File: config.mk
export PLATFORM = sky130hd
export DESIGN_NAME = linear_probe_hash_table
export DESIGN_NICKNAME = d
export VERILOG_FILES = /design/src/hdl/lpht_pkg.sv /design/src/hdl/lpht_hash.sv /design/src/hdl/linear_probe_hash_table.sv
export SDC_FILE = /design/constraint.sdc
export NUM_CORES = 2
export LEC_CHECK = 0
export BUFFER_PORTS_ARGS = -buffer_cell sky130_fd_sc_hd__buf_2
export CORE_MARGIN = 8
export CORE_UTILIZATION = 45
export CTS_BUF_LIST = sky130_fd_sc_hd__clkbuf_8 sky130_fd_sc_hd__clkbuf_16
export DETAILED_ROUTE_END_ITERATION = 7
export PLACE_DENSITY = 0.67
export SYNTH_ARGS = -nofsm -noshare
export SYNTH_HDL_FRONTEND = slang
export SYNTH_SLANG_ARGS = --single-unit
File: constraint.sdc
create_clock -name clk -period 9 [get_ports clk]
set_input_delay 0.45 -clock clk [delete_from_list [all_inputs] [get_ports clk]]
set_output_delay 0.45 -clock clk [all_outputs]
set_load 0.05 [all_outputs]
File: src/hdl/lpht_pkg.sv
// Shared types, codes and field widths for the linear probing hash table.
`timescale 1ns / 1ps
package lpht_pkg;

	localparam int unsigned SLOTS_DEF     = 16;
	localparam int unsigned KEY_BYTES_DEF = 8;

	localparam int unsigned FUNC_W   = 2;
	localparam int unsigned LEN_W    = 4;
	localparam int unsigned PAY_W    = 16;
	localparam int unsigned STATUS_W = 2;
	localparam int unsigned SLOTF_W  = 4;
	localparam int unsigned KEYF_W   = 64;

	typedef enum logic [FUNC_W-1:0] {
		FN_INSERT = 2'd0,
		FN_LOOKUP = 2'd1,
		FN_DELETE = 2'd2,
		FN_CLEAR  = 2'd3
	} func_t;

	// per-slot occupancy codes held in the slot memory
	localparam logic [1:0] ST_EMPTY   = 2'd0;
	localparam logic [1:0] ST_USED    = 2'd1;
	localparam logic [1:0] ST_DELETED = 2'd2;

	// result status codes
	localparam logic [STATUS_W-1:0] RES_OK   = 2'd0;
	localparam logic [STATUS_W-1:0] RES_MISS = 2'd1;
	localparam logic [STATUS_W-1:0] RES_FULL = 2'd2;

endpackage

File: src/hdl/lpht_hash.sv
// Home slot hash: per key byte h = ((h + b) * b) mod SLOTS.
`timescale 1ns / 1ps
module lpht_hash #(
	parameter int unsigned SLOTS     = lpht_pkg::SLOTS_DEF,
	parameter int unsigned KEY_BYTES = lpht_pkg::KEY_BYTES_DEF
) (
	input  logic                              clk,
	input  logic                              arst_n,
	input  logic                              start,
	input  logic [KEY_BYTES*8-1:0]            key_in,
	input  logic [lpht_pkg::LEN_W-1:0]        len_in,
	output logic                              done,
	output logic [$clog2(SLOTS)-1:0]          home
);
	import lpht_pkg::*;

	localparam int unsigned SLOT_W = $clog2(SLOTS);
	localparam int unsigned KW     = KEY_BYTES * 8;
	localparam int unsigned AW     = $clog2(SLOTS + 255);
	localparam int unsigned XW     = AW + 8;
	// floor(2^XW / SLOTS): the quotient estimate is low by at most one
	localparam int unsigned RCP    = (1 << XW) / SLOTS;

	typedef enum logic [2:0] {
		H_IDLE,
		H_MUL,
		H_RCP,
		H_SUB,
		H_FIX
	} hstate_t;

	hstate_t           state_q;
	logic [SLOT_W-1:0] h_q;
	logic [KW-1:0]     key_sh_q;
	logic [LEN_W-1:0]  rem_q;
	logic [XW-1:0]     x_q;
	logic [XW-1:0]     q_q;
	logic [XW-1:0]     r_q;

	logic [7:0]        b;
	logic [AW-1:0]     sum;
	logic [XW-1:0]     mul;
	logic [2*XW-1:0]   rcp_prod;
	logic [XW-1:0]     qs;

	assign b        = key_sh_q[7:0];
	assign sum      = AW'(h_q) + AW'(b);
	assign mul      = XW'(sum) * XW'(b);
	assign rcp_prod = (2*XW)'(x_q) * (2*XW)'(RCP);
	assign qs       = q_q * XW'(SLOTS);

	assign done = (state_q == H_MUL) && (rem_q == '0);
	assign home = h_q;

	always_ff @(posedge clk or negedge arst_n) begin
		if (!arst_n) begin
			state_q <= H_IDLE;
			rem_q   <= '0;
		end else begin
			unique case (state_q)
				H_IDLE: begin
					if (start) begin
						h_q      <= '0;
						key_sh_q <= key_in;
						rem_q    <= len_in;
						state_q  <= H_MUL;
					end
				end
				H_MUL: begin
					if (rem_q == '0) begin
						state_q <= H_IDLE;
					end else begin
						x_q      <= mul;
						key_sh_q <= key_sh_q >> 8;
						rem_q    <= rem_q - 1'b1;
						state_q  <= H_RCP;
					end
				end
				H_RCP: begin
					q_q     <= rcp_prod[2*XW-1:XW];
					state_q <= H_SUB;
				end
				H_SUB: begin
					r_q     <= x_q - qs;
					state_q <= H_FIX;
				end
				H_FIX: begin
					if (r_q >= XW'(SLOTS))
						h_q <= SLOT_W'(r_q - XW'(SLOTS));
					else
						h_q <= SLOT_W'(r_q);
					state_q <= H_MUL;
				end
				default: state_q <= H_IDLE;
			endcase
		end
	end

	a_rem_bound: assert property (@(posedge clk) disable iff (!arst_n)
		(state_q == H_FIX) |-> ((XW+1)'(r_q) < (XW+1)'(2 * SLOTS)))
		else $error("hash remainder out of correction range");

	a_home_range: assert property (@(posedge clk) disable iff (!arst_n)
		done |-> (32'(home) < SLOTS))
		else $error("home slot out of range");

	a_start_idle: assert property (@(posedge clk) disable iff (!arst_n)
		start |-> (state_q == H_IDLE))
		else $error("hash started while busy");

endmodule

File: src/hdl/linear_probe_hash_table.sv
// Top level of the linear probing hash table with tombstone deletion.
// One operation at a time. Insert, lookup and delete hash the key one byte at a time in the shared
// multiply/reduce hash unit, then probe 1 to SLOTS slots from the home slot, one read of the slot
// memory per cycle. Clear sweeps the slot memory one entry per cycle. After reset the same sweep
// runs over every slot before the first transfer is taken. A finished result sits in the output
// register, so the next item can be taken while it waits; if that result is still unread when
// the next one finishes, the block holds in its emit state until the output register frees.
`timescale 1ns / 1ps
module linear_probe_hash_table #(
	parameter int unsigned SLOTS     = lpht_pkg::SLOTS_DEF,
	parameter int unsigned KEY_BYTES = lpht_pkg::KEY_BYTES_DEF
) (
	input  logic        clk,
	input  logic        arst_n,
	input  logic        s_axis_tvalid,
	output logic        s_axis_tready,
	input  logic [87:0] s_axis_tdata,  // key_chars[63:0], key_length[67:64], payload[83:68]
	input  logic [1:0]  s_axis_tuser,  // func[1:0]
	output logic        m_axis_tvalid,
	input  logic        m_axis_tready,
	output logic [23:0] m_axis_tdata   // status[1:0], slot[5:2], found_payload[21:6]
);
	import lpht_pkg::*;

	localparam int unsigned SLOT_W  = $clog2(SLOTS);
	localparam int unsigned KW      = KEY_BYTES * 8;
	localparam int unsigned KEY_LSB = 2;
	localparam int unsigned LEN_LSB = KEY_LSB + KW;
	localparam int unsigned PAY_LSB = LEN_LSB + LEN_W;
	localparam int unsigned WW      = PAY_LSB + PAY_W;

	typedef enum logic [2:0] {
		S_IDLE,
		S_HASH,
		S_PROBE,
		S_EMIT,
		S_SWEEP
	} state_t;

	state_t              state_q;
	func_t               func_q;
	logic [KW-1:0]       key_q;
	logic [LEN_W-1:0]    len_q;
	logic [PAY_W-1:0]    pay_q;
	logic [SLOT_W-1:0]   addr_q;
	logic [SLOT_W-1:0]   cnt_q;
	logic                sweep_emit_q;
	logic [STATUS_W-1:0] res_status_q;
	logic [SLOTF_W-1:0]  res_slot_q;
	logic [PAY_W-1:0]    res_pay_q;
	logic                out_valid_q;
	logic [23:0]         out_data_q;

	logic [WW-1:0]       mem [SLOTS];
	logic [WW-1:0]       rd_q;
	logic [SLOT_W-1:0]   rd_addr;
	logic                wr_en;
	logic [SLOT_W-1:0]   wr_addr;
	logic [WW-1:0]       wr_data;

	logic                accept;
	func_t               func_in;
	logic [LEN_W-1:0]    len_in;
	logic [LEN_W-1:0]    len_sat;
	logic [KW-1:0]       key_m;
	logic                hash_start;
	logic                hash_done;
	logic [SLOT_W-1:0]   hash_home;

	logic [SLOT_W-1:0]   next_addr;
	logic                last_probe;
	logic [1:0]          rd_st;
	logic                rd_match;
	logic [SLOT_W+3:0]   addr_wide;
	logic                out_free;

	assign s_axis_tready = (state_q == S_IDLE);
	assign accept        = s_axis_tvalid && s_axis_tready;
	assign func_in       = func_t'(s_axis_tuser);
	assign len_in        = s_axis_tdata[67:64];
	assign len_sat       = (len_in > LEN_W'(KEY_BYTES)) ? LEN_W'(KEY_BYTES) : len_in;

	always_comb begin
		key_m = '0;
		for (int i = 0; i < int'(KEY_BYTES); i++) begin
			if (i < int'(len_sat))
				key_m[i*8 +: 8] = s_axis_tdata[i*8 +: 8];
		end
	end

	assign hash_start = accept && (func_in != FN_CLEAR);

	lpht_hash #(
		.SLOTS     (SLOTS),
		.KEY_BYTES (KEY_BYTES)
	) u_hash (
		.clk    (clk),
		.arst_n (arst_n),
		.start  (hash_start),
		.key_in (key_m),
		.len_in (len_sat),
		.done   (hash_done),
		.home   (hash_home)
	);

	assign next_addr  = (addr_q == SLOT_W'(SLOTS - 1)) ? '0 : addr_q + 1'b1;
	assign last_probe = (cnt_q == SLOT_W'(SLOTS - 1));
	assign rd_st      = rd_q[1:0];
	assign rd_match   = (rd_q[LEN_LSB +: LEN_W] == len_q) && (rd_q[KEY_LSB +: KW] == key_q);
	assign addr_wide  = {4'b0, addr_q};
	assign out_free   = !out_valid_q || m_axis_tready;

	// home is read while the hash finishes; during probing the next slot is read ahead
	assign rd_addr = (state_q == S_HASH) ? hash_home : next_addr;

	always_comb begin
		wr_en   = 1'b0;
		wr_addr = addr_q;
		wr_data = '0;
		unique case (state_q)
			S_SWEEP: begin
				wr_en = 1'b1;
			end
			S_PROBE: begin
				if (func_q == FN_INSERT) begin
					if (rd_st != ST_USED) begin
						wr_en   = 1'b1;
						wr_data = {pay_q, len_q, key_q, ST_USED};
					end
				end else if (func_q == FN_DELETE) begin
					if (rd_st == ST_USED && rd_match) begin
						wr_en   = 1'b1;
						wr_data = {rd_q[WW-1:2], ST_DELETED};
					end
				end
			end
			default: ;
		endcase
	end

	always_ff @(posedge clk) begin
		if (wr_en)
			mem[wr_addr] <= wr_data;
		rd_q <= mem[rd_addr];
	end

	always_ff @(posedge clk or negedge arst_n) begin
		if (!arst_n) begin
			state_q      <= S_SWEEP;
			addr_q       <= '0;
			cnt_q        <= '0;
			sweep_emit_q <= 1'b0;
			out_valid_q  <= 1'b0;
		end else begin
			if (state_q == S_EMIT && out_free)
				out_valid_q <= 1'b1;
			else if (m_axis_tready)
				out_valid_q <= 1'b0;

			unique case (state_q)
				S_IDLE: begin
					if (accept) begin
						func_q <= func_in;
						key_q  <= key_m;
						len_q  <= len_sat;
						pay_q  <= s_axis_tdata[83:68];
						if (func_in == FN_CLEAR) begin
							addr_q       <= '0;
							sweep_emit_q <= 1'b1;
							state_q      <= S_SWEEP;
						end else begin
							state_q <= S_HASH;
						end
					end
				end
				S_HASH: begin
					if (hash_done) begin
						addr_q  <= hash_home;
						cnt_q   <= '0;
						state_q <= S_PROBE;
					end
				end
				S_PROBE: begin
					if (func_q == FN_INSERT) begin
						if (rd_st != ST_USED) begin
							res_status_q <= RES_OK;
							res_slot_q   <= addr_wide[3:0];
							res_pay_q    <= '0;
							state_q      <= S_EMIT;
						end else if (last_probe) begin
							res_status_q <= RES_FULL;
							res_slot_q   <= '0;
							res_pay_q    <= '0;
							state_q      <= S_EMIT;
						end else begin
							addr_q <= next_addr;
							cnt_q  <= cnt_q + 1'b1;
						end
					end else begin
						if (rd_st == ST_EMPTY) begin
							res_status_q <= RES_MISS;
							res_slot_q   <= '0;
							res_pay_q    <= '0;
							state_q      <= S_EMIT;
						end else if (rd_st == ST_USED && rd_match) begin
							res_status_q <= RES_OK;
							res_slot_q   <= addr_wide[3:0];
							res_pay_q    <= rd_q[PAY_LSB +: PAY_W];
							state_q      <= S_EMIT;
						end else if (last_probe) begin
							res_status_q <= RES_MISS;
							res_slot_q   <= '0;
							res_pay_q    <= '0;
							state_q      <= S_EMIT;
						end else begin
							addr_q <= next_addr;
							cnt_q  <= cnt_q + 1'b1;
						end
					end
				end
				S_EMIT: begin
					if (out_free) begin
						out_data_q <= {2'b0, res_pay_q, res_slot_q, res_status_q};
						state_q    <= S_IDLE;
					end
				end
				S_SWEEP: begin
					if (addr_q == SLOT_W'(SLOTS - 1)) begin
						addr_q <= '0;
						if (sweep_emit_q) begin
							res_status_q <= RES_OK;
							res_slot_q   <= '0;
							res_pay_q    <= '0;
							state_q      <= S_EMIT;
						end else begin
							state_q <= S_IDLE;
						end
					end else begin
						addr_q <= addr_q + 1'b1;
					end
				end
				default: state_q <= S_IDLE;
			endcase
		end
	end

	assign m_axis_tvalid = out_valid_q;
	assign m_axis_tdata  = out_data_q;

	a_write_state: assert property (@(posedge clk) disable iff (!arst_n)
		wr_en |-> (state_q == S_PROBE || state_q == S_SWEEP))
		else $error("slot memory written outside probe or sweep");

	a_probe_done: assert property (@(posedge clk) disable iff (!arst_n)
		(state_q == S_PROBE && last_probe) |=> (state_q == S_EMIT))
		else $error("probe ran past the table size");

	a_miss_zero: assert property (@(posedge clk) disable iff (!arst_n)
		(m_axis_tvalid && m_axis_tdata[1:0] != RES_OK) |-> (m_axis_tdata[21:2] == '0))
		else $error("slot or payload set on a failed operation");

	a_emit_load: assert property (@(posedge clk) disable iff (!arst_n)
		(state_q == S_EMIT && out_free) |=> m_axis_tvalid)
		else $error("result lost on the way to the output register");

endmodule

== Yosys cells after proc, flatten, opt, wreduce, memory -nomap -nowiden ==
Memories as Yosys holds them, arrays and structs flattened. A register that Yosys moved wholly into a read port is not among the register bits.
Index checks and enable logic that the tools add are counted.
Storage, ports and cells
  latch bits: 0
  memories kept: 1
  bits in writable memories: 1376
  output and inout port bits: 26
  bits in registers: 265
  ROM bits: 0
Cells by class
  add/sub/neg operators: 6
  mux-type cells: 90
  div/mod/pow operators: 0
  bitwise operators: 1
  shift operators: 0
  reduce and logical (&&, ||, !) cells: 33
  eq/ne operators: 30
  $mul: 1
  order comparisons: 10
Memories
  mem: depth 16, width 86, rd ports 1, clocked after memory_dff 1, write ports 1, line linear_probe_hash_table.sv:54  | logic [WW-1:0] mem [SLOTS];
Operator list (number)
  86-bit 2-to-1 mux: 5
  64-bit 2-to-1 mux: 2
  64-bit case mux with 2 select lines: 1
  16-bit 2-to-1 mux: 7
  4-bit 2-to-1 mux: 28
  64-bit equality test: 1
  8-bit 2-to-1 mux: 8
  3-bit 2-to-1 mux: 11
  16-bit case mux with 2 select lines: 1
  4-bit case mux with 2 select lines: 4
  3-bit case mux with 5 select lines: 2
  2-bit 2-to-1 mux: 10
  3-bit AND reduction: 6
  17-bit by 5-bit greater-or-equal comparator with 1-bit output (second input constant): 1
  9-bit by 8-bit multiplier with 17-bit output: 1
  17-bit subtractor: 1
  3-bit by 4-bit less-than comparator with 1-bit output (first input constant): 4
  4-bit case mux with 4 select lines: 1
  2-bit != test (second input constant): 7
  3-bit by 2-bit equality test with 1-bit output (second input constant): 4
  4-bit AND reduction: 3
  2-bit nonzero test: 5
  4-bit by 8-bit adder with 9-bit output: 1
  3-bit != test (second input constant): 3
  other kinds (29): 54

== Logic depth before layout (Yosys ltp) ==
  depth after elaboration: 9
  gate-level depth with buffers: 12
  mapped depth without buffers: 12

== By module ==
From an unflattened synthesis, not the netlist that was laid out.
Unflattened totals
  cells, all modules: 3767
  area, all modules: 66882.9 um^2
Modules (own cells, without submodules)
  linear_probe_hash_table: seq. area each 47271.6 um^2, area each 64405.5 um^2, cells each 3547, times used 1
  lpht_hash: seq. area each 1496.4 um^2, area each 2477.4 um^2, cells each 220, times used 1

== Least setup slack after synthesis ==
No wires, ideal clock.
  kind: register to register
  start point: reg key_q[22]
  end point: mem mem[15][0] (netlist name), enable pin
  required time: 8.459 ns
  stages on the path, launching flop included: 10
  setup slack: 2.520 ns
  arrival: 5.940 ns
  clock period less this slack: 6.480 ns
  path through: edfxtp_1 xnor2_1 o221ai_1 or4_4 nor4_4 and3_2 clkbuf_2 or3_1 clkbuf_2 nor2b_1
On the way
  longest elaborated chain between the ends: 9
RTL lines
  start: declaration: line linear_probe_hash_table.sv:42  | logic [KW-1:0] key_q;
  start signal: assignment: line linear_probe_hash_table.sv:164  | key_q <= key_m;
  64-bit equality test: line linear_probe_hash_table.sv:109  | assign rd_match = (rd_q[LEN_LSB +: LEN_W] == len_q) && (rd_q[KEY_LSB +: KW] == key_q);
  1-bit logical AND: line linear_probe_hash_table.sv:109
  1-bit logical AND: line linear_probe_hash_table.sv:131  | if (rd_st == ST_USED && rd_match) begin
  1-bit 2-to-1 mux: line linear_probe_hash_table.sv:131
  1-bit 2-to-1 mux: line linear_probe_hash_table.sv:130  | end else if (func_q == FN_DELETE) begin
  1-bit 2-to-1 mux: line linear_probe_hash_table.sv:125  | if (func_q == FN_INSERT) begin
  1-bit case mux with 2 select lines: line linear_probe_hash_table.sv:120  | unique case (state_q)
  1-bit 2-to-1 mux: line linear_probe_hash_table.sv:142  | if (wr_en)
  1-bit 2-to-1 mux (implied by the code): line linear_probe_hash_table.sv:143  | mem[wr_addr] <= wr_data;
  end: declaration: line linear_probe_hash_table.sv:54
No other way between the ends.

== Worst setup path in the final report ==
  start point: reg key_q[5]
  end point: mem mem[13][65] (netlist name), enable pin
The elaborated chain is that of the path after synthesis.

==> run summary <==
Outcome: complete, no violations
Skew-Pair Late Insertion Delay: 800 ps
Crit Reg-Reg Endpoint: mem[13][65]
Quantity of I/O buffers inserted on ports: 113
Worst Path Buf+Inv: 1
Endpoint class of the critical path: flop
Final nets: 4668
Dpl ws: 3650 ps
Cell family with most CP delay: simple AND/OR/NAND/NOR gates
Total Routing Usage GR: 0.198
Setup ws final: 3670 ps
Initial Util: 0.452
Synth area leader: edfxtp_1
Met3 usage: 0.0434
Yosys top cell area share: 0.710
Critical path depth in cells: 8
Reg2reg setup slack: 3670 ps
Met2 Track Usage GR: 0.304
Fmax: 188 MHz
Max_slew headroom: 0.234
Crit path required time: 9410 ps
Vias in the first global route: 37400
Final Cell Area: 73600 sq um
RSZ-0062 raised after global routing: false
H-tree depth: 4
Worst Hold Depth: 2
Post-Syn Area: 65600 sq um
I/O pins: 120
Slew @ Worst Pin: 1150 ps
Slew Viols, Final: 0
Drt drc: 0
Post-Route Setup TNS: 0 ps
Chip height: 398 um
Asr flop ratio synth: 0.0121
Synth Instances: 4516
Number of synthesized flops with an enable pin: 1550
Sink Count: 1656
Origin of the critical flop-to-flop path: key_q[5]
Kind of critical path: reg2reg
Drt initial violations: 4118
TritonRoute pass-1 iters: 5
Final Setup Violations: 0
PD cells: 327 nW/um^2
Clk slew on worst S/H paths: 60 ps
Drt total wl: 161000 um
Synth Warn #: 0
Leakage: 25.1 nW
Distinct cell type count after synthesis: 68
CP Cell Sequence: xor2_1, nor4_1, nand4_1, nor4_4, and3_4, or3_1, and3_4, buf_4
GR Util met1: 0.286
First-pass GRT wire length: 238000 um
Tcrit/Tclk final: 0.592
Antenna violations before repair: 9
Worst hold path type: in2reg
CP max stage cell: and3_4
Pin count of the biggest net entering global routing: 202
Vias/cell: 5.87
Commonest non-fill, non-tap cells in the layout: edfxtp_1, nand2_1, a211oi_1, and2_1, a21oi_1
Share of cells above drive strength 1: 0.104
Busiest grt layer: met2
Routed vias: 38900
CP Max Fanout: 48
Most common cell on crit path: and3_4
#FFs+latches synth: 1656
Post-CTS Setup Inserts: 0
CTS root buf: clkbuf_16
Top FF cell, synth: edfxtp_1
Final ANT Viol Nets: 0
Clk buf depth: 3
CTS tree: built
Detailed Place HPWL: 84700 um
Final Wtd Congestion: 0.817
Hold Startpoint: s_axis_tdata[13]
Commonest non-fill, non-tap cell in the layout: edfxtp_1
Top cells by area, synth: edfxtp_1, a211oi_1, nand2_1
Core area: 145000 sq um
Average wire per standard cell: 24.3 um
R2R depth: 8
Synthesized area per cell: 14.5 sq um
Post-layout minimum cycle time: 5330 ps
Die ar.: 158000 sq um
Placed Instance Area: 68000 sq um
Startpoint types: flop
Die W: 398 um
Setup Skew: 31.5 ps
VDD IR-drop max: 0.526 mV
Total power: 0.0241 W
Hold path endpoint: key_q[13]
Seq/Total Area, Yosys: 0.744
Row count: 140
Number of CTS-inserted buffers: 160
Area Growth Syn to Fin: 12.2%
Max incr delay on CP: 970 ps
Total congestion overflow: 0
Max Cap Viol: 0
Worst EP arrival: 5740 ps
Final hold viol count: 0
[final cells by class]
cell class,count,area [sq um]
fill,11800,71600
sequential,1656,48800
multi-input combinational,2510,15600
clock buffer,186,4410
tap,1917,2400
timing repair buffer,208,1440
clock inverter,109,883
inverter,23,86.3
antenna,5,12.5
[Yosys cell counts (12+ instances only)]
cell,n
a211oi_1,432
a21oi_1,184
a22o_1,94
a311oi_1,172
a31oi_1,174
and2_0,41
and2_1,363
and3_1,31
buf_1,12
buf_2,54
clkbuf_1,256
dfrtp_1,19
dfxtp_1,86
edfxtp_1,1550
ha_1,14
inv_1,23
mux2_2,32
nand2_1,715
nand2b_1,13
nand4_1,15
nor2_1,26
nor2b_1,25
nor3_1,12
xnor2_1,38
xor2_1,30
[worst max-delay path by stage]
stage                   start  slack [ps]          end
finish               key_q[5]        3670  mem[13][65]
detailed placement   key_q[5]        3650  mem[13][69]
floorplan           key_q[22]        2520   mem[15][0]
global placement     key_q[5]        3760  mem[13][64]
CTS                 key_q[52]        3620  mem[13][57]
global route        key_q[52]        3400  mem[13][18]
[per-layer routing]
| layer | up-vias | routed length (um) |
|---|---|---|
| met5 | - | 0 |
| met4 | 0 | 3390 |
| met3 | 246 | 14900 |
| met2 | 1620 | 72600 |
| met1 | 19500 | 69600 |
| li1 | 17500 | - |
[power breakdown]
part           switching [W]  leakage (nW)  internal (W)
Sequential          0.000299          16.6       0.00888
Clock                0.00283          2.80       0.00386
Combinational        0.00577          5.71       0.00244
Total                0.00890          25.1        0.0152
[cell families (layout without fill, tap and decap cells)]
group	count (synthesis)	after routing	synth area share
flops	1656	1656	0.744
simple gates	1285	1285	0.0951
buf+inv	351	526	0.0215
xor+xnor	68	68	0.00908
mux	36	36	0.00611
other cells	1	7	0.0000572
fa+ha+maj	15	15	0.00298
compound gates	1104	1104	0.121
[flip-flops by register name, indices dropped and copies added (netlist names), 16 cells and up]
register         cells
rd_q                86
mem               1376
key_q               64
u_hash.key_sh_q     32
m_axis_tdata        22
pay_q               16
res_pay_q           16
[per-stage QoR]
| step | std cells | hold WS, ps | util |
|---|---|---|---|
| floorplan | 4517 | 154 | - |
| global placement | 6283 | 402 | 0.468 |
| detailed placement | 6283 | 405 | 0.468 |
| CTS | 6609 | 0.366 | 0.507 |
| global route | 6609 | 17.0 | 0.507 |
| finish | 6614 | 46.1 | 0.507 |
[repair_timing]
item / 4_1_cts / 5_1_grt
hold buffers: 31 / 0
gates resized for setup: 0 / 0
endpoints found under the hold margin: 51 / 0
Power figures use the tool's default switching activity.
